## src/design/mbnc_pkg.sv

```systemverilog
// Shared types and constants for the markup block node counter.
package mbnc_pkg;

  localparam int unsigned QUEUE_DEPTH = 4;
  localparam int unsigned COUNT_W = 32;

  localparam logic [7:0] CH_SLASH      = 8'h2F;
  localparam logic [7:0] CH_QUOTE      = 8'h22;
  localparam logic [7:0] CH_BACKSLASH  = 8'h5C;
  localparam logic [7:0] CH_LBRACE     = 8'h7B;
  localparam logic [7:0] CH_RBRACE     = 8'h7D;
  localparam logic [7:0] CH_NEWLINE    = 8'h0A;
  localparam logic [7:0] CH_UNDERSCORE = 8'h5F;
  localparam logic [7:0] CH_COLON      = 8'h3A;
  localparam logic [7:0] CH_EQUALS     = 8'h3D;
  localparam logic [7:0] CH_LPAREN     = 8'h28;
  localparam logic [7:0] CH_RPAREN     = 8'h29;
  localparam logic [7:0] CH_SEMICOLON  = 8'h3B;
  localparam logic [7:0] CH_LOWER_A    = 8'h61;
  localparam logic [7:0] CH_LOWER_Z    = 8'h7A;
  localparam logic [7:0] CH_UPPER_A    = 8'h41;
  localparam logic [7:0] CH_UPPER_Z    = 8'h5A;

  typedef enum logic [2:0] {
    CLS_OTHER,
    CLS_SLASH,
    CLS_QUOTE,
    CLS_BACKSLASH,
    CLS_IDENT,
    CLS_LBRACE,
    CLS_SEPARATOR,
    CLS_NEWLINE
  } char_class_e;

  typedef enum logic [1:0] {
    MODE_NORMAL,
    MODE_STRING,
    MODE_COMMENT
  } scan_mode_e;

  typedef struct packed {
    char_class_e cls;
    logic        is_last;
  } entry_t;

  typedef struct packed {
    logic full;
    logic empty;
  } queue_status_t;

endpackage

```

## src/design/markup_block_node_counter.sv

```systemverilog
// Top level of the markup block node counter.
// A byte request accepted into the queue is scanned when the back end pops it; the
// result of a last byte is registered when that byte is scanned.
// Throughput: one byte per cycle while the result is not stalled, set by the one-entry-per-cycle back end scan.
// The queue between front and back ends holds QueueDepth classified bytes.
// Reset is asynchronous and active low; it empties the queue and clears the scan state.
module markup_block_node_counter
  import mbnc_pkg::*;
#(
  parameter int unsigned QueueDepth = QUEUE_DEPTH
) (
  input  logic               clk_i,
  input  logic               rst_ni,
  input  logic               in_valid_i,
  output logic               in_stall_o,
  input  logic [7:0]         char_code_i,
  input  logic               is_last_i,
  output logic               out_valid_o,
  input  logic               out_stall_i,
  output logic [COUNT_W-1:0] node_count_o
);

  queue_status_t q_status;
  entry_t        push_entry;
  entry_t        head_entry;
  logic          push;
  logic          pop;

  mbnc_front u_front (
    .in_valid_i     (in_valid_i),
    .in_stall_o     (in_stall_o),
    .char_code_i    (char_code_i),
    .is_last_i      (is_last_i),
    .queue_status_i (q_status),
    .push_o         (push),
    .entry_o        (push_entry)
  );

  mbnc_queue #(
    .Depth (QueueDepth)
  ) u_queue (
    .clk_i    (clk_i),
    .rst_ni   (rst_ni),
    .push_i   (push),
    .entry_i  (push_entry),
    .pop_i    (pop),
    .entry_o  (head_entry),
    .status_o (q_status)
  );

  mbnc_back u_back (
    .clk_i        (clk_i),
    .rst_ni       (rst_ni),
    .entry_i      (head_entry),
    .avail_i      (!q_status.empty),
    .pop_o        (pop),
    .out_valid_o  (out_valid_o),
    .out_stall_i  (out_stall_i),
    .node_count_o (node_count_o)
  );

  // The queue is never reported full and empty at once.
  assert property (@(posedge clk_i) disable iff (!rst_ni)
    !(q_status.full && q_status.empty))
    else $error("queue status is both full and empty");

  // The back end never takes a byte while its result register is held.
  assert property (@(posedge clk_i) disable iff (!rst_ni)
    (out_valid_o && out_stall_i) |-> !pop)
    else $error("byte taken while result is stalled");

  // Bytes are only taken from a non-empty queue.
  assert property (@(posedge clk_i) disable iff (!rst_ni)
    pop |-> !q_status.empty)
    else $error("pop from empty queue");

  // A push into a full queue cannot happen.
  assert property (@(posedge clk_i) disable iff (!rst_ni)
    push |-> !q_status.full)
    else $error("push into full queue");

endmodule

```

## src/design/mbnc_front.sv

```systemverilog
// Front end: takes byte requests and classifies each byte for the back end.
module mbnc_front
  import mbnc_pkg::*;
(
  input  logic          in_valid_i,
  output logic          in_stall_o,
  input  logic [7:0]    char_code_i,
  input  logic          is_last_i,
  input  queue_status_t queue_status_i,
  output logic          push_o,
  output entry_t        entry_o
);

  char_class_e cls;

  always_comb begin
    if (char_code_i == CH_SLASH) begin
      cls = CLS_SLASH;
    end else if (char_code_i == CH_QUOTE) begin
      cls = CLS_QUOTE;
    end else if (char_code_i == CH_BACKSLASH) begin
      cls = CLS_BACKSLASH;
    end else if (char_code_i inside {[CH_LOWER_A:CH_LOWER_Z], [CH_UPPER_A:CH_UPPER_Z],
                                     CH_UNDERSCORE}) begin
      cls = CLS_IDENT;
    end else if (char_code_i == CH_LBRACE) begin
      cls = CLS_LBRACE;
    end else if (char_code_i inside {CH_COLON, CH_EQUALS, CH_RBRACE, CH_LPAREN,
                                     CH_RPAREN, CH_SEMICOLON}) begin
      cls = CLS_SEPARATOR;
    end else if (char_code_i == CH_NEWLINE) begin
      cls = CLS_NEWLINE;
    end else begin
      cls = CLS_OTHER;
    end
  end

  assign in_stall_o      = queue_status_i.full;
  assign push_o          = in_valid_i && !queue_status_i.full;
  assign entry_o.cls     = cls;
  assign entry_o.is_last = is_last_i;

endmodule

```

## src/design/mbnc_queue.sv

```systemverilog
// Short register queue of classified bytes between the front and back ends.
module mbnc_queue
  import mbnc_pkg::*;
#(
  parameter int unsigned Depth = QUEUE_DEPTH
) (
  input  logic          clk_i,
  input  logic          rst_ni,
  input  logic          push_i,
  input  entry_t        entry_i,
  input  logic          pop_i,
  output entry_t        entry_o,
  output queue_status_t status_o
);

  localparam int unsigned PtrW = (Depth > 1) ? $clog2(Depth) : 1;
  localparam int unsigned CntW = $clog2(Depth + 1);

  entry_t            entries_q [Depth];
  logic [PtrW-1:0]   wr_ptr_q, wr_ptr_d;
  logic [PtrW-1:0]   rd_ptr_q, rd_ptr_d;
  logic [CntW-1:0]   cnt_q, cnt_d;
  logic              do_push, do_pop;

  assign status_o.full  = (cnt_q == CntW'(Depth));
  assign status_o.empty = (cnt_q == '0);
  assign do_push        = push_i && !status_o.full;
  assign do_pop         = pop_i && !status_o.empty;
  assign entry_o        = entries_q[rd_ptr_q];

  always_comb begin
    wr_ptr_d = wr_ptr_q;
    rd_ptr_d = rd_ptr_q;
    cnt_d    = cnt_q;
    if (do_push) begin
      wr_ptr_d = (wr_ptr_q == PtrW'(Depth - 1)) ? '0 : wr_ptr_q + PtrW'(1);
    end
    if (do_pop) begin
      rd_ptr_d = (rd_ptr_q == PtrW'(Depth - 1)) ? '0 : rd_ptr_q + PtrW'(1);
    end
    if (do_push && !do_pop) begin
      cnt_d = cnt_q + CntW'(1);
    end else if (do_pop && !do_push) begin
      cnt_d = cnt_q - CntW'(1);
    end
  end

  always_ff @(posedge clk_i or negedge rst_ni) begin
    if (!rst_ni) begin
      wr_ptr_q <= '0;
      rd_ptr_q <= '0;
      cnt_q    <= '0;
    end else begin
      wr_ptr_q <= wr_ptr_d;
      rd_ptr_q <= rd_ptr_d;
      cnt_q    <= cnt_d;
    end
  end

  always_ff @(posedge clk_i) begin
    if (do_push) begin
      entries_q[wr_ptr_q] <= entry_i;
    end
  end

endmodule

```

## src/design/mbnc_back.sv

```systemverilog
// Back end: scan state machine, node counting and the registered result.
module mbnc_back
  import mbnc_pkg::*;
(
  input  logic               clk_i,
  input  logic               rst_ni,
  input  entry_t             entry_i,
  input  logic               avail_i,
  output logic               pop_o,
  output logic               out_valid_o,
  input  logic               out_stall_i,
  output logic [COUNT_W-1:0] node_count_o
);

  scan_mode_e         mode_q, mode_d;
  logic               esc_q, esc_d;
  logic               saw_q, saw_d;
  logic               slash_q, slash_d;
  logic [COUNT_W-1:0] total_q, total_d;
  logic               out_valid_q, out_valid_d;
  logic [COUNT_W-1:0] out_data_q, out_data_d;
  logic               emit;

  assign pop_o        = avail_i && !(out_valid_q && out_stall_i);
  assign out_valid_o  = out_valid_q;
  assign node_count_o = out_data_q;

  always_comb begin
    mode_d      = mode_q;
    esc_d       = esc_q;
    saw_d       = saw_q;
    slash_d     = slash_q;
    total_d     = total_q;
    out_data_d  = out_data_q;
    out_valid_d = out_valid_q && out_stall_i;
    emit        = 1'b0;
    if (pop_o) begin
      case (mode_q)
        MODE_COMMENT: begin
          if (entry_i.cls == CLS_NEWLINE) begin
            mode_d = MODE_NORMAL;
          end
        end
        MODE_STRING: begin
          if (!esc_q && entry_i.cls == CLS_QUOTE) begin
            mode_d = MODE_NORMAL;
          end else begin
            esc_d = (entry_i.cls == CLS_BACKSLASH) && !esc_q;
          end
        end
        default: begin
          if (slash_q && entry_i.cls == CLS_SLASH) begin
            slash_d = 1'b0;
            mode_d  = MODE_COMMENT;
          end else begin
            slash_d = 1'b0;
            case (entry_i.cls)
              CLS_SLASH: begin
                slash_d = 1'b1;
              end
              CLS_QUOTE: begin
                mode_d = MODE_STRING;
                esc_d  = 1'b0;
              end
              CLS_IDENT: begin
                saw_d = 1'b1;
              end
              CLS_LBRACE: begin
                if (saw_q && total_q != '1) begin
                  total_d = total_q + COUNT_W'(1);
                end
                saw_d = 1'b0;
              end
              CLS_SEPARATOR: begin
                saw_d = 1'b0;
              end
              default: begin
              end
            endcase
          end
        end
      endcase
      emit = entry_i.is_last;
    end
    if (emit) begin
      out_valid_d = 1'b1;
      out_data_d  = total_d;
      mode_d      = MODE_NORMAL;
      esc_d       = 1'b0;
      saw_d       = 1'b0;
      slash_d     = 1'b0;
      total_d     = '0;
    end
  end

  always_ff @(posedge clk_i or negedge rst_ni) begin
    if (!rst_ni) begin
      mode_q      <= MODE_NORMAL;
      esc_q       <= 1'b0;
      saw_q       <= 1'b0;
      slash_q     <= 1'b0;
      total_q     <= '0;
      out_valid_q <= 1'b0;
    end else begin
      mode_q      <= mode_d;
      esc_q       <= esc_d;
      saw_q       <= saw_d;
      slash_q     <= slash_d;
      total_q     <= total_d;
      out_valid_q <= out_valid_d;
    end
  end

  always_ff @(posedge clk_i) begin
    out_data_q <= out_data_d;
  end

endmodule
```

## config.mk

```make
export PLATFORM = sky130hd
export DESIGN_NAME = markup_block_node_counter
export DESIGN_NICKNAME = d
export VERILOG_FILES = /design/src/design/mbnc_pkg.sv /design/src/design/markup_block_node_counter.sv /design/src/design/mbnc_front.sv /design/src/design/mbnc_queue.sv /design/src/design/mbnc_back.sv
export SDC_FILE = /design/constraint.sdc
export NUM_CORES = 1
export LEC_CHECK = 0
export BUFFER_PORTS_ARGS = -buffer_cell sky130_fd_sc_hd__buf_2
export CAP_MARGIN = 0
export CORE_MARGIN = 8
export CORE_UTILIZATION = 50
export DETAILED_ROUTE_END_ITERATION = 8
export GPL_TIMING_DRIVEN = 0
export PLACE_DENSITY_LB_ADDON = 0.3
export SYNTH_ARGS = -nofsm -noshare
export SYNTH_HDL_FRONTEND = slang
export SYNTH_SLANG_ARGS = --single-unit
```

## constraint.sdc

```tcl
create_clock -name clk_i -period 3.7 [get_ports clk_i]
set_input_delay 0.37 -clock clk_i [delete_from_list [all_inputs] [get_ports clk_i]]
set_output_delay 0.37 -clock clk_i [all_outputs]
set_load 0.05 [all_outputs]
```

## Word-level counts from Yosys, hierarchy flattened

Memories as Yosys holds them, arrays and structs flattened.
Cells that the tools add are included.

- $add $sub $neg: 5
- Magnitude comparators: 4
- Equal/unequal tests: 32
- Muxes and demuxes: 44
- Reductions and logical operators: 33

Operator list:

| operator | count |
|---|---|
| 32-bit two-way mux | 6 |
| 8-bit by 6-bit == test with 1-bit output, second input constant | 7 |
| 32-bit by 1-bit adder with 32-bit output, second input constant | 1 |
| 8-bit by 7-bit == test with 1-bit output, second input constant | 4 |
| 32-bit != test, second input constant | 1 |
| 3-bit two-way mux | 9 |
| 1-bit two-way mux | 18 |
| 8-bit by 7-bit greater-or-equal comparator with 1-bit output, second input constant | 2 |
| 8-bit by 7-bit less-or-equal comparator with 1-bit output, second input constant | 2 |
| 2-bit two-way mux | 8 |
| 3-bit == test, second input constant | 5 |
| 1-bit logical AND | 13 |
| 3-bit nonzero test | 3 |
| 8-bit by 4-bit == test with 1-bit output, second input constant | 1 |
| 4-bit AND reduction | 2 |
| 2-bit == test, second input constant | 3 |
| 3-bit by 2-bit == test with 1-bit output, second input constant | 2 |
| 1-bit zero test | 6 |
| 2-bit by 1-bit != test with 1-bit output, second input constant | 3 |
| 3-bit by 1-bit != test with 1-bit output, second input constant | 2 |
| 3-bit by 2-bit != test with 1-bit output, second input constant | 2 |
| 6-bit nonzero test | 1 |
| 5-bit AND reduction | 1 |
| 5-bit nonzero test | 1 |
| 11 further kinds | 15 |

- Register bits after elaboration: 77
- Bits in writable memories: 16
- Output and inout port bits: 34
- Logic and storage cells: 129
- Memories kept: 1

Memory list:

| name | words | width | rd ports | clocked after Yosys merged registers in | wr ports | RTL line | source |
|---|---|---|---|---|---|---|---|
| u_queue.entries_q | 4 | 4 | 1 | 0 | 1 | mbnc_queue.sv:19 | `entry_t entries_q [Depth];` |

## Logic depth before layout (Yosys ltp)

Gate-level depths: netlist (run 1).

- Word-level depth: 8
- Mapped depth: 9
- Gate-level depth less buffers: 8

## Cells and area by module

Synthesis (run 1) repeated with hierarchy kept, for this count alone.

- Cells, all modules: 401
- Area, all modules: 4765.8 µm²

By module, submodules not included:

| module | times used | cells an instance | area each (µm²) | seq. area each (µm²) |
|---|---|---|---|---|
| mbnc_back | 1 | 304 | 3450.8 | 1911.8 |
| mbnc_queue | 1 | 58 | 1046.0 | 655.6 |
| mbnc_front | 1 | 38 | 265.3 | 0.0 |
| markup_block_node_counter | 1 | 1 | 3.8 | 0.0 |

## Worst setup path before layout (run 1)

No wires, ideal clock.

- Path kind: register to register
- From: register u_queue.cnt_q[0]
- To: register u_queue.cnt_q[1]
- Library setup time: 0.125 ns
- Data arrival time: 2.860 ns
- Data required time: 3.575 ns
- Setup slack: 0.715 ns
- Cell stages (with the launch flop): 8
- Period minus slack after synthesis: 2.985 ns
- Cell sequence: dfrtp_1 > nor3b_1 > nor2b_1 > clkbuf_1 > ha_1 > inv_1 > fa_1 > mux2_2

- Elaborated cells on any way between the ends: 17
- Those cells by class: add/sub: 2; eq/ne: 1; mux: 2; reduce/logical: 12

RTL lines:

| what | RTL line | source |
|---|---|---|
| start, declared | mbnc_queue.sv:22 | `logic [CntW-1:0] cnt_q, cnt_d;` |
| start signal, assigned | mbnc_queue.sv:56 | `cnt_q <= cnt_d;` |
| 3-bit == test (*) | mbnc_queue.sv:25 | `assign status_o.full = (cnt_q == CntW'(Depth));` |
| via in_stall_o | markup_block_node_counter.sv:15 | `output logic in_stall_o,` |
| 1-bit zero test (*) | mbnc_front.sv:39, mbnc_queue.sv:27 |  |
| 1-bit logical AND | mbnc_front.sv:39 | `assign push_o = in_valid_i && !queue_status_i.full;` |
| 1-bit logical AND (*) | mbnc_queue.sv:27 | `assign do_push = push_i && !status_o.full;` |
| via u_queue.do_push | mbnc_queue.sv:23 | `logic do_push, do_pop;` |
| 1-bit logical AND (*) | mbnc_queue.sv:41 | `if (do_push && !do_pop) begin` |
| 3-bit two-way mux (*) | mbnc_queue.sv:41 |  |
| via u_queue.cnt_d[1] | mbnc_queue.sv:22 |  |

Mark *: on every way through the listed nets, which the timed path passes. The rest lies on a longest branch. The select of a mux whose other input is x is not followed.
A chain may end at the register's enable or synchronous reset.

## Final worst setup path (run 1)

- From: register u_back.total_q[15]
- To: register u_back.out_data_q[25], in the netlist u_back.node_count_o[25], data pin

- Word-level cells in the longest chain between the ends: 7
- Elaborated cells on any way between the ends: 8
- Those cells by class: add/sub: 1; eq/ne: 1; mux: 5; reduce/logical: 1

Ends and longest elaborated chain:

| what | RTL line | source |
|---|---|---|
| start, declared | mbnc_back.sv:19 | `logic [COUNT_W-1:0] total_q, total_d;` |
| start signal, assigned | mbnc_back.sv:109 | `total_q <= total_d;` |
| branches (longest 2 deep; another with 32-bit by 1-bit adder with 32-bit output) | n/a |  |
| 32-bit two-way mux (*) | mbnc_back.sv:69 | `if (saw_q && total_q != '1) begin` |
| 32-bit two-way mux (*) | mbnc_back.sv:57 | `case (entry_i.cls)` |
| 32-bit two-way mux (*) | mbnc_back.sv:52 | `if (slash_q && entry_i.cls == CLS_SLASH) begin` |
| 32-bit two-way mux (*) | mbnc_back.sv:38 | `case (mode_q)` |
| 32-bit two-way mux (*) | mbnc_back.sv:37 | `if (pop_o) begin` |
| end signal, assigned | mbnc_back.sv:115 | `out_data_q <= out_data_d;` |
| end, declared | mbnc_back.sv:21 | `logic [COUNT_W-1:0] out_data_q, out_data_d;` |

Mark *: on every way between the ends.

==> results of run 1 <==
cells in the final DEF (no fill, tap or decap), types with 10 or more instances in the layout:
cell and count:
nand2_1 32, nor2_1 10, clkbuf_1 12, nand3_1 15, a21oi_1 12, nand4_1 11
inv_1 15, dfrtp_1 45, buf_2 44, o21ai_0 12, xnor2_1 20, edfxtp_1 48
and2_1 28
critical path, stage by stage, from the launching register on:
cell      delay, ns
dfrtp_1        0.45
and4_1         0.26
and3_1         0.16
clkbuf_1       0.32
nand2_1        0.31
o31ai_2        0.67
buf_2          0.35
or3_1          0.15
nand2_1        0.06
logic make-up after synthesis:
kind of cell             count (synthesis)  share of synthesized area
XOR/XNOR                                26                    0.05308
AND/OR/NAND/NOR                        147                     0.1948
multiplexers                             8                    0.02851
flip-flops                              93                     0.5793
buffers and inverters                   29                    0.02710
adder cells (fa/ha/maj)                 10                    0.02993
AO/OA/AOI/OAI                           56                    0.08724
Yosys cell counts (all sizes together) (10+ instances only):
cell	instances	area (um^2)
inv	15	56.30
and2	28	175.2
xnor2	21	191.4
clkbuf	12	47.55
dfrtp	45	1126
a21oi	12	60.06
o21ai	12	60.06
nor2	10	37.54
nand4	11	68.82
nand3	15	75.07
nand2	32	120.1
edfxtp	48	1441
sequential cells by signal, indices dropped and copies added (netlist names):
signal / cells
u_back.mode_q: 2
u_back.slash_q: 1
u_back.total_q: 32
u_queue.cnt_q: 3
u_queue.rd_ptr_q: 2
u_back.saw_q: 1
u_queue.wr_ptr_q: 2
u_back.node_count_o: 32
u_back.esc_q: 1
u_back.out_valid_o: 1
u_queue.entries_q: 16
power breakdown:
part | total, W | switching, W | internal (W)
sequential | 0.00154 | 0.000103 | 0.00144
combinational | 0.00170 | 0.00128 | 0.000427
clock | 0.000720 | 0.000337 | 0.000383
stage by stage:
step / instance area (um^2) / util / setup slack, ns
after floorplan: 4432 / - / 0.7153
after global placement: 4782 / 0.5510 / 0.2496
after detailed placement: 4803 / 0.5535 / 0.7214
after CTS: 5012 / 0.5776 / 0.7014
after global routing: 5012 / 0.5776 / 0.5013
final: 5012 / 0.5776 / 0.7312
area by class of cell:
| type | instances | share of cell area |
|---|---|---|
| Clock inverter | 4 | 0.01473 |
| Sequential cell | 93 | 0.5122 |
| Inverter | 15 | 0.01123 |
| Clock buffer | 12 | 0.02696 |
| Tap cell | 108 | 0.02696 |
| Buffer | 14 | 0.01298 |
| Multi-Input combinational cell | 247 | 0.3480 |
| Timing Repair Buffer | 44 | 0.04693 |
worst max-delay path by stage:
stage,from,end,slack (ns),depth (start not counted)
final,u_back.total_q[15],u_back.node_count_o[25],0.73,8
after global routing,u_back.total_q[15],u_back.node_count_o[25],0.50,8
after CTS,u_back.total_q[15],u_back.node_count_o[25],0.70,8
after detailed placement,u_back.total_q[15],u_back.node_count_o[25],0.72,8
after global placement,u_queue.cnt_q[0],u_back.node_count_o[1],0.25,5
after floorplan,u_queue.cnt_q[0],u_queue.cnt_q[1],0.72,7
routing by layer:
layer	global-route usage	vias up	share of wire
li1	-	1468	-
met1	0.1801	1468	0.46
met2	0.2513	52	0.48
met3	0.03256	9	0.046
met4	0.05804	0	0.013
met5	0	-	0
==> impl_metrics.csv, run 1 <==
group,metric,value,unit
outcome,status,"completed",
drt,wl_per_cell,15.57,um
timing,fin_crit,2.969,ns
timing,tightest_slew,1.045,ns
timing,timing.fmax,0.3368,GHz
timing,grt_setup_unrepaired,"false",
clock_network,path_clk_slew,0.09,ns
layout,layout-drive-gt1-share,0.1818,
grt,grt_pass1_vias,3068,
clock_network,clk_latency,0.36,ns
setup_path,start_kind,"flip-flop",
clock_network,htree_num_levels,3,
yosys,avgSynthCellArea,12.01,um^2
yosys,ys.flop_type,"edfxtp_1",
timing,fin_hold_ws,0.1898,ns
setup_path,cp.required,3.81,ns
clock_network,cts_tree,"yes",
drt,avgViaCountPerCell,5.581,
timing,tns,0,ns
yosys,synth_nets,392,
yosys,ys_seq_area_frac,0.5793,
drt,drt_iter0_markers,118,
layout,fin_cells,537,
placed_design,portBuffers,43,
timing,slew-limit-headroom,0.3037,
setup_path,reg2regPathDepth,8,
die,initial_core_util,0.5107,
timing,finClkSkew,0.01084,ns
yosys,ys_async_sr_fraction,0.4839,
yosys,synth_edf_count,48,
yosys,ys_seq_elements,93,
die,design.die.area,12130,um^2
grt,antenna_found_initial,0,
power,power_per_cell_area,791.4,nW/um^2
job,maxCapViolCount,0,
yosys,yosysWarnings,0,
yosys,synth_area,4432,um^2
layout,area_growth,13.10,%
die,dieHeight,110.1,um
yosys,syn_inst,369,
grt,track_usage,0.1480,
grt,grt-ovfl-total,0,
clock_network,clockRootBuffer,"clkbuf_8",
clock_network,cts_sinks,93,
drt,drc_errors,0,
setup_path,worstSetupPathType,"flip-flop to flip-flop",
power,ir_drop,0.4746,mV
clock_network,post_cts_buffers,0,
power,power.leakage,2.057,nW
timing,hold_viol,0,
yosys,synth_cell_types,54,
die,ios,47,
layout,n_fill_cell,768,
die,core_area,8678,um^2
setup_path,r2r-end,"u_back.node_count_o[25]",
placed_design,dp_cells,521,
die,rows,34,
layout,num_antenna_cells,0,
layout,multi_input_area,1744,um^2
die,fp.dieW,110.1,um
clock_network,numCtsBuffers,9,
drt,routed_wl,8361,um
worst_hold_path,worstHoldPathType,"input pin to async pin",
timing,fin_crit_sh,0.8024,
grt,grt_max_degree,46,
layout,fin_nets,447,
placed_design,dp_hpwl,6014,um
placed_design,gp_congestion,0.8112,
power,power,0.003967,W
clock_network,hold_buffers,0,
drt,via_count,2997,
drt,firstDrtPassIters,4,
layout,register_area,2567,um^2
setup_path,cp_data_arrival_time,3.08,ns
timing,maxSlewViolCount,0,
clock_network,cts_resized,0,
setup_path,r2r-start,"u_back.total_q[15]",
clock_network,clock_path_buffers,2,
setup_path,critPathMaxFanout,10,
setup_path,end_kind,"flip-flop",
setup_path,rrSetupSlack,0.73,ns
timing,setup_viol,0,
drt,ant_nets,0,
grt,grt_pass1_wl,14090,um
Power figures use the tool's default switching activity.
==> inputs of run 2 (changes only) <==
==> constraint.sdc (replaced) <==
create_clock -name clk_i -period 2.4 [get_ports clk_i]
set_input_delay 0.24 -clock clk_i [delete_from_list [all_inputs] [get_ports clk_i]]
set_output_delay 0.24 -clock clk_i [all_outputs]
set_load 0.05 [all_outputs]
==> impl_metrics.csv, run 2 (synthesis results as in run 1) <==
group,metric,value,unit
timing,setup_slack,-0.1172,ns
setup_path,end_kind,"flip-flop",
power,clockPowerShare,0.183,
power,ir_drop,0.6815,mV
drt,drt_iter0_markers,205,
power,p_switching,0.002757,W
setup_path,worstSetupPathType,"flip-flop to flip-flop",
layout,fin_nets,461,
power,power_frac_comb,0.437,
timing,tightest_slew,1.033,ns
grt,grt-ovfl-total,0,
clock_network,clockRootBuffer,"clkbuf_8",
timing,fin_crit,2.517,ns
timing,slew-limit-headroom,0.3114,
drt,via_count,3127,
timing,hold_viol,0,
power,power.leakage,2.197,nW
layout,fin_area,5423,um^2
placed_design,place_ws,-0.4972,ns
die,design.die.area,12130,um^2
outcome,violations,"negative setup slack",
drt,ant_nets,0,
clock_network,numCtsBuffers,9,
setup_path,critPathMaxFanout,6,
drt,avgViaCountPerCell,5.675,
clock_network,cts_tree,"yes",
drt,firstDrtPassIters,4,
clock_network,clock_path_buffers,2,
setup_path,reg2regPathDepth,7,
layout,n_fill_cell,682,
grt,grt_pass1_wl,14410,um
clock_network,htree_num_levels,3,
setup_path,cp.required,2.62,ns
drt,routed_wl,8894,um
placed_design,portBuffers,43,
die,fp.dieW,110.1,um
grt,grt_pass1_vias,3058,
die,rows,34,
grt,track_usage,0.1504,
placed_design,gp_congestion,0.8135,
clock_network,path_clk_slew,0.10,ns
layout,final_cell_mix,"edfxtp_1 (48), dfrtp_1 (44), buf_2 (43), and2_1 (28), nand2_1 (26)",
power,p_sw_frac,0.4318,
clock_network,clk_latency,0.36,ns
clock_network,cts_sinks,93,
layout,layout-drive-gt1-share,0.3115,
power,intPower,0.003628,W
timing,maxSlewViolCount,0,
layout,area_growth,22.36,%
die,initial_core_util,0.5107,
outcome,status,"finished with violations",
timing,grt_setup_unrepaired,"true",
setup_path,cp_data_arrival_time,2.74,ns
timing,finClkSkew,0.01339,ns
power,power_per_cell_area,1177,nW/um^2
setup_path,start_kind,"flip-flop",
grt,antenna_found_initial,0,
placed_design,dp_hpwl,6030,um
layout,layout_commonest_cell,"edfxtp_1",
timing,timing.fmax,0.3973,GHz
timing,setup_viol,23,
job,maxCapViolCount,0,
power,power_frac_seq,0.380,
placed_design,postPlaceCellArea,4788,um^2
die,core_area,8678,um^2
drt,drc_errors,0,
die,dieHeight,110.1,um
worst_hold_path,worstHoldPathType,"input pin to async pin",
drt,wl_per_cell,16.14,um
timing,fin_crit_sh,1.049,
layout,num_antenna_cells,0,
die,ios,47,
grt,grt_max_degree,46,
-- run 2: cell types whose count changed in the layout (fill, tap and decap cells not counted), moves of 4 or more --
cell | previous run | this run
o21ai_0 | 12 | 7
buf_6 | 1 | 5
o31ai_1 | 7 | 2
buf_4 | 0 | 15
or4_1 | 5 | 1
a21oi_2 | 0 | 4
or4_4 | 1 | 5
clkbuf_1 | 12 | 8
or3_4 | 1 | 6
or3_1 | 6 | 1
nand2_1 | 32 | 26
a21oi_1 | 12 | 8
nand2_2 | 0 | 6
-- run 2: area by class of cell --
| class | instances | area, um^2 | share of cell area |
|---|---|---|---|
| clock inverter | 5 | 83.83 | 0.01546 |
| timing repair buffer | 62 | 372.9 | 0.06876 |
| multi-input combinational | 247 | 2008 | 0.3703 |
| sequential | 93 | 2569 | 0.4737 |
| inverter | 15 | 56.30 | 0.01038 |
| buffer | 10 | 56.30 | 0.01038 |
| clock buffer | 11 | 141.4 | 0.02607 |
| tap | 108 | 135.1 | 0.02492 |
-- run 2: metal layers --
layer	track usage	up-vias	part of all wire
met1	0.1795	1572	0.43
met3	0.04128	6	0.041
met4	0.03996	0	0.0066
met2	0.2620	56	0.52
li1	-	1493	-
met5	0	-	0
-- run 2: repair_timing --
action,CTS,global route
endpoints found under the setup margin,82,59
resized for setup,30,35
hold buffers,0,0
buffers inserted,16,4
pin swaps,16,15
-- run 2: power by group through the flow --
stage | clock [W] | sequential (W) | combinational (W)
2_1_floorplan | 0 | 0.00346 | 0.000936
3_3_place_gp | 0 | 0.00241 | 0.00253
5_1_grt | 0.00125 | 0.00248 | 0.00298
3_5_place_dp | 0 | 0.00244 | 0.00258
6_report | 0.00117 | 0.00243 | 0.00279
4_1_cts | 0.00119 | 0.00240 | 0.00277
-- run 2: per-stage QoR --
| stage | setup TNS, ns | power [W] | util | hold WS, ns | std cells |
|---|---|---|---|---|---|
| finish | -1.123 | 0.006385 | 0.6249 | 0.04263 | 551 |
| global route | -3.760 | 0.006701 | 0.6249 | 0.08484 | 551 |
| CTS | -2.507 | 0.006357 | 0.6058 | 0.07472 | 552 |
| detailed placement | -23.70 | 0.005021 | 0.5518 | 0.4645 | 520 |
| global placement | -19.55 | 0.004944 | 0.5518 | 0.4620 | 520 |
| floorplan | -0.1877 | 0.004400 | - | -0.05559 | 369 |
-- run 2: path summary, 6_finish.rpt --
| path | end | startpoint | slack (ns) |
|---|---|---|---|
| hold reg to reg | u_queue.cnt_q[2] | u_queue.cnt_q[2] | 0.49 |
| min in group clk_i | u_queue.entries_q[1][0] | is_last_i | 0.11 |
| max in group asynchronous | u_queue.rd_ptr_q[0] | rst_ni | 1.63 |
| hold / removal | u_back.total_q[25] | rst_ni | 0.04 |
| setup reg to reg | u_back.node_count_o[17] | u_queue.rd_ptr_q[0] | -0.12 |
| setup / recovery | u_back.node_count_o[17] | u_queue.rd_ptr_q[0] | -0.12 |
-- run 2: critical path, stage by stage (launching register included) --
cell      delay (ns)
dfrtp_2         0.42
mux4_2          0.56
nand3b_4        0.20
nor4b_4         0.33
o31ai_4         0.19
buf_4           0.18
or4_4           0.43
nand2_1         0.08
==> inputs of run 3 (changes only) <==
--- a/config.mk
+++ b/config.mk
@@ -12,6 +12,7 @@
 export DETAILED_ROUTE_END_ITERATION = 8
 export GPL_TIMING_DRIVEN = 0
 export PLACE_DENSITY_LB_ADDON = 0.3
+export RECOVER_POWER = 25
 export SYNTH_ARGS = -nofsm -noshare
 export SYNTH_HDL_FRONTEND = slang
 export SYNTH_SLANG_ARGS = --single-unit
==> impl_metrics.csv, run 3 (synthesis results as in run 1) <==
group,metric,value,unit
grt,use_met2,0.2620,
grt,track_usage,0.1504,
setup_path,slowest_delay,0.56,ns
timing,maxSlewViolCount,0,
timing,slew-limit-headroom,0.2303,
layout,fin_area,5421,um^2
drt,drt_iter0_markers,200,
grt,antenna_found_initial,0,
clock_network,cts_tree,"yes",
grt,grtUsageMet1,0.1795,
layout,layout_commonest_cell,"edfxtp_1",
placed_design,postPlaceCellArea,4788,um^2
timing,setup_slack,-0.1161,ns
grt,grt_util_met3,0.04128,
outcome,status,"finished with violations",
clock_network,cts_sinks,93,
grt,grt_max_degree,46,
clock_network,path_clk_slew,0.10,ns
grt,grt_pass1_vias,3058,
die,rows,34,
placed_design,gp_congestion,0.8135,
setup_path,r2r-start,"u_queue.rd_ptr_q[0]",
timing,finClkSkew,0.01344,ns
timing,fin_crit_sh,1.048,
timing,grt_setup_unrepaired,"true",
timing,timing.fmax,0.3974,GHz
power,power,0.006384,W
layout,fin_nets,461,
die,core_area,8678,um^2
layout,n_fill_cell,682,
placed_design,place_ws,-0.4972,ns
drt,routed_wl,8898,um
clock_network,clockRootBuffer,"clkbuf_8",
setup_path,crit_chain,"mux4_2 -> nand3b_4 -> nor4b_4 -> o31ai_4 -> buf_4 -> or4_4 -> nand2_1",
die,design.die.area,12130,um^2
die,fp.dieW,110.1,um
clock_network,clock_path_buffers,2,
drt,drc_errors,0,
outcome,violations,"negative setup slack",
power,power.leakage,2.195,nW
timing,fin_hold_ws,0.08434,ns
layout,final_cell_mix,"edfxtp_1 (48), dfrtp_1 (44), buf_2 (41), and2_1 (28), nand2_1 (26)",
drt,wl_per_cell,16.15,um
die,dieHeight,110.1,um
timing,fin_crit,2.516,ns
clock_network,htree_num_levels,3,
timing,hold_viol,0,
clock_network,numCtsBuffers,9,
timing,tightest_slew,1.155,ns
power,power_per_cell_area,1178,nW/um^2
setup_path,cp_data_arrival_time,2.74,ns
setup_path,cp.required,2.62,ns
grt,grt-ovfl-total,0,
setup_path,rrSetupSlack,-0.12,ns
drt,ant_nets,0,
layout,num_antenna_cells,0,
layout,area_growth,22.33,%
clock_network,clk_latency,0.36,ns
setup_path,r2r-end,"u_back.node_count_o[17]",
job,maxCapViolCount,0,
setup_path,reg2regPathDepth,7,
placed_design,dp_hpwl,6030,um
setup_path,crit_path_top_delay_cell,"mux4_2",
layout,layout-drive-gt1-share,0.3093,
grt,busiest_layer,"met2",
setup_path,worstSetupPathType,"flip-flop to flip-flop",
timing,setup_viol,22,
setup_path,start_kind,"flip-flop",
die,ios,47,
setup_path,end_kind,"flip-flop",
placed_design,portBuffers,43,
drt,via_count,3130,
setup_path,critPathMaxFanout,6,
die,initial_core_util,0.5107,
worst_hold_path,worstHoldPathType,"input pin to async pin",
drt,avgViaCountPerCell,5.681,
grt,grt_pass1_wl,14410,um
drt,firstDrtPassIters,4,
power,ir_drop,0.6815,mV
[run 3: per-stage QoR]
stage | setup TNS (ns) | utilization | instances
2_1_floorplan | -0.1877 | - | 369
3_3_place_gp | -19.55 | 0.5518 | 520
3_5_place_dp | -23.70 | 0.5518 | 520
4_1_cts | -2.507 | 0.6058 | 552
5_1_grt | -3.760 | 0.6247 | 551
6_report | -1.106 | 0.6247 | 551
[run 3: layout make-up]
class | instances | area, um^2 | area share
sequential | 93 | 2569 | 0.4738
multi-input combinational | 247 | 2008 | 0.3704
timing repair buffer | 62 | 371.6 | 0.06854
clock buffer | 11 | 141.4 | 0.02608
tap | 108 | 135.1 | 0.02493
clock inverter | 5 | 83.83 | 0.01546
buffer | 10 | 56.30 | 0.01039
inverter | 15 | 56.30 | 0.01039
[run 3: routing by layer]
metal,routed length (um),part of all wire
met1,3803,0.43
met2,4654,0.52
met3,381,0.043
met4,59,0.0066
met5,0,0
[run 3: report_power, final]
group	switching, W	leakage, nW	internal (W)
Combinational	0.00201	1.02	0.000783
Clock	0.000546	0.106	0.000620
Sequential	0.000203	1.06	0.00222
[run 3: worst max path at each step]
stage	slack, ns	endpoint	start	cells past startpoint
finish	-0.12	u_back.node_count_o[17]	u_queue.rd_ptr_q[0]	7
global route	-0.21	u_back.node_count_o[17]	u_queue.rd_ptr_q[0]	7
CTS	-0.14	u_back.node_count_o[27]	u_queue.rd_ptr_q[0]	8
detailed placement	-0.50	u_back.node_count_o[25]	u_back.total_q[6]	9
global placement	-0.47	u_back.node_count_o[25]	u_back.total_q[6]	9
floorplan	-0.06	u_back.total_q[24]	u_queue.rd_ptr_q[0]	7
[run 3: worst max-delay path, delay by kind of cell (launching register included)]
kind,cells,cell delay (ns)
compound gates,1,0.19
buf+inv,1,0.18
flops,1,0.42
mux,1,0.56
simple gates,4,1.04
[run 3: timing repair]
action	CTS	global route
hold buffers	0	0
gates resized for setup	30	35
pin swaps	16	15
setup buffers	16	4
setup endpoints to repair	82	59
cloned	0	0
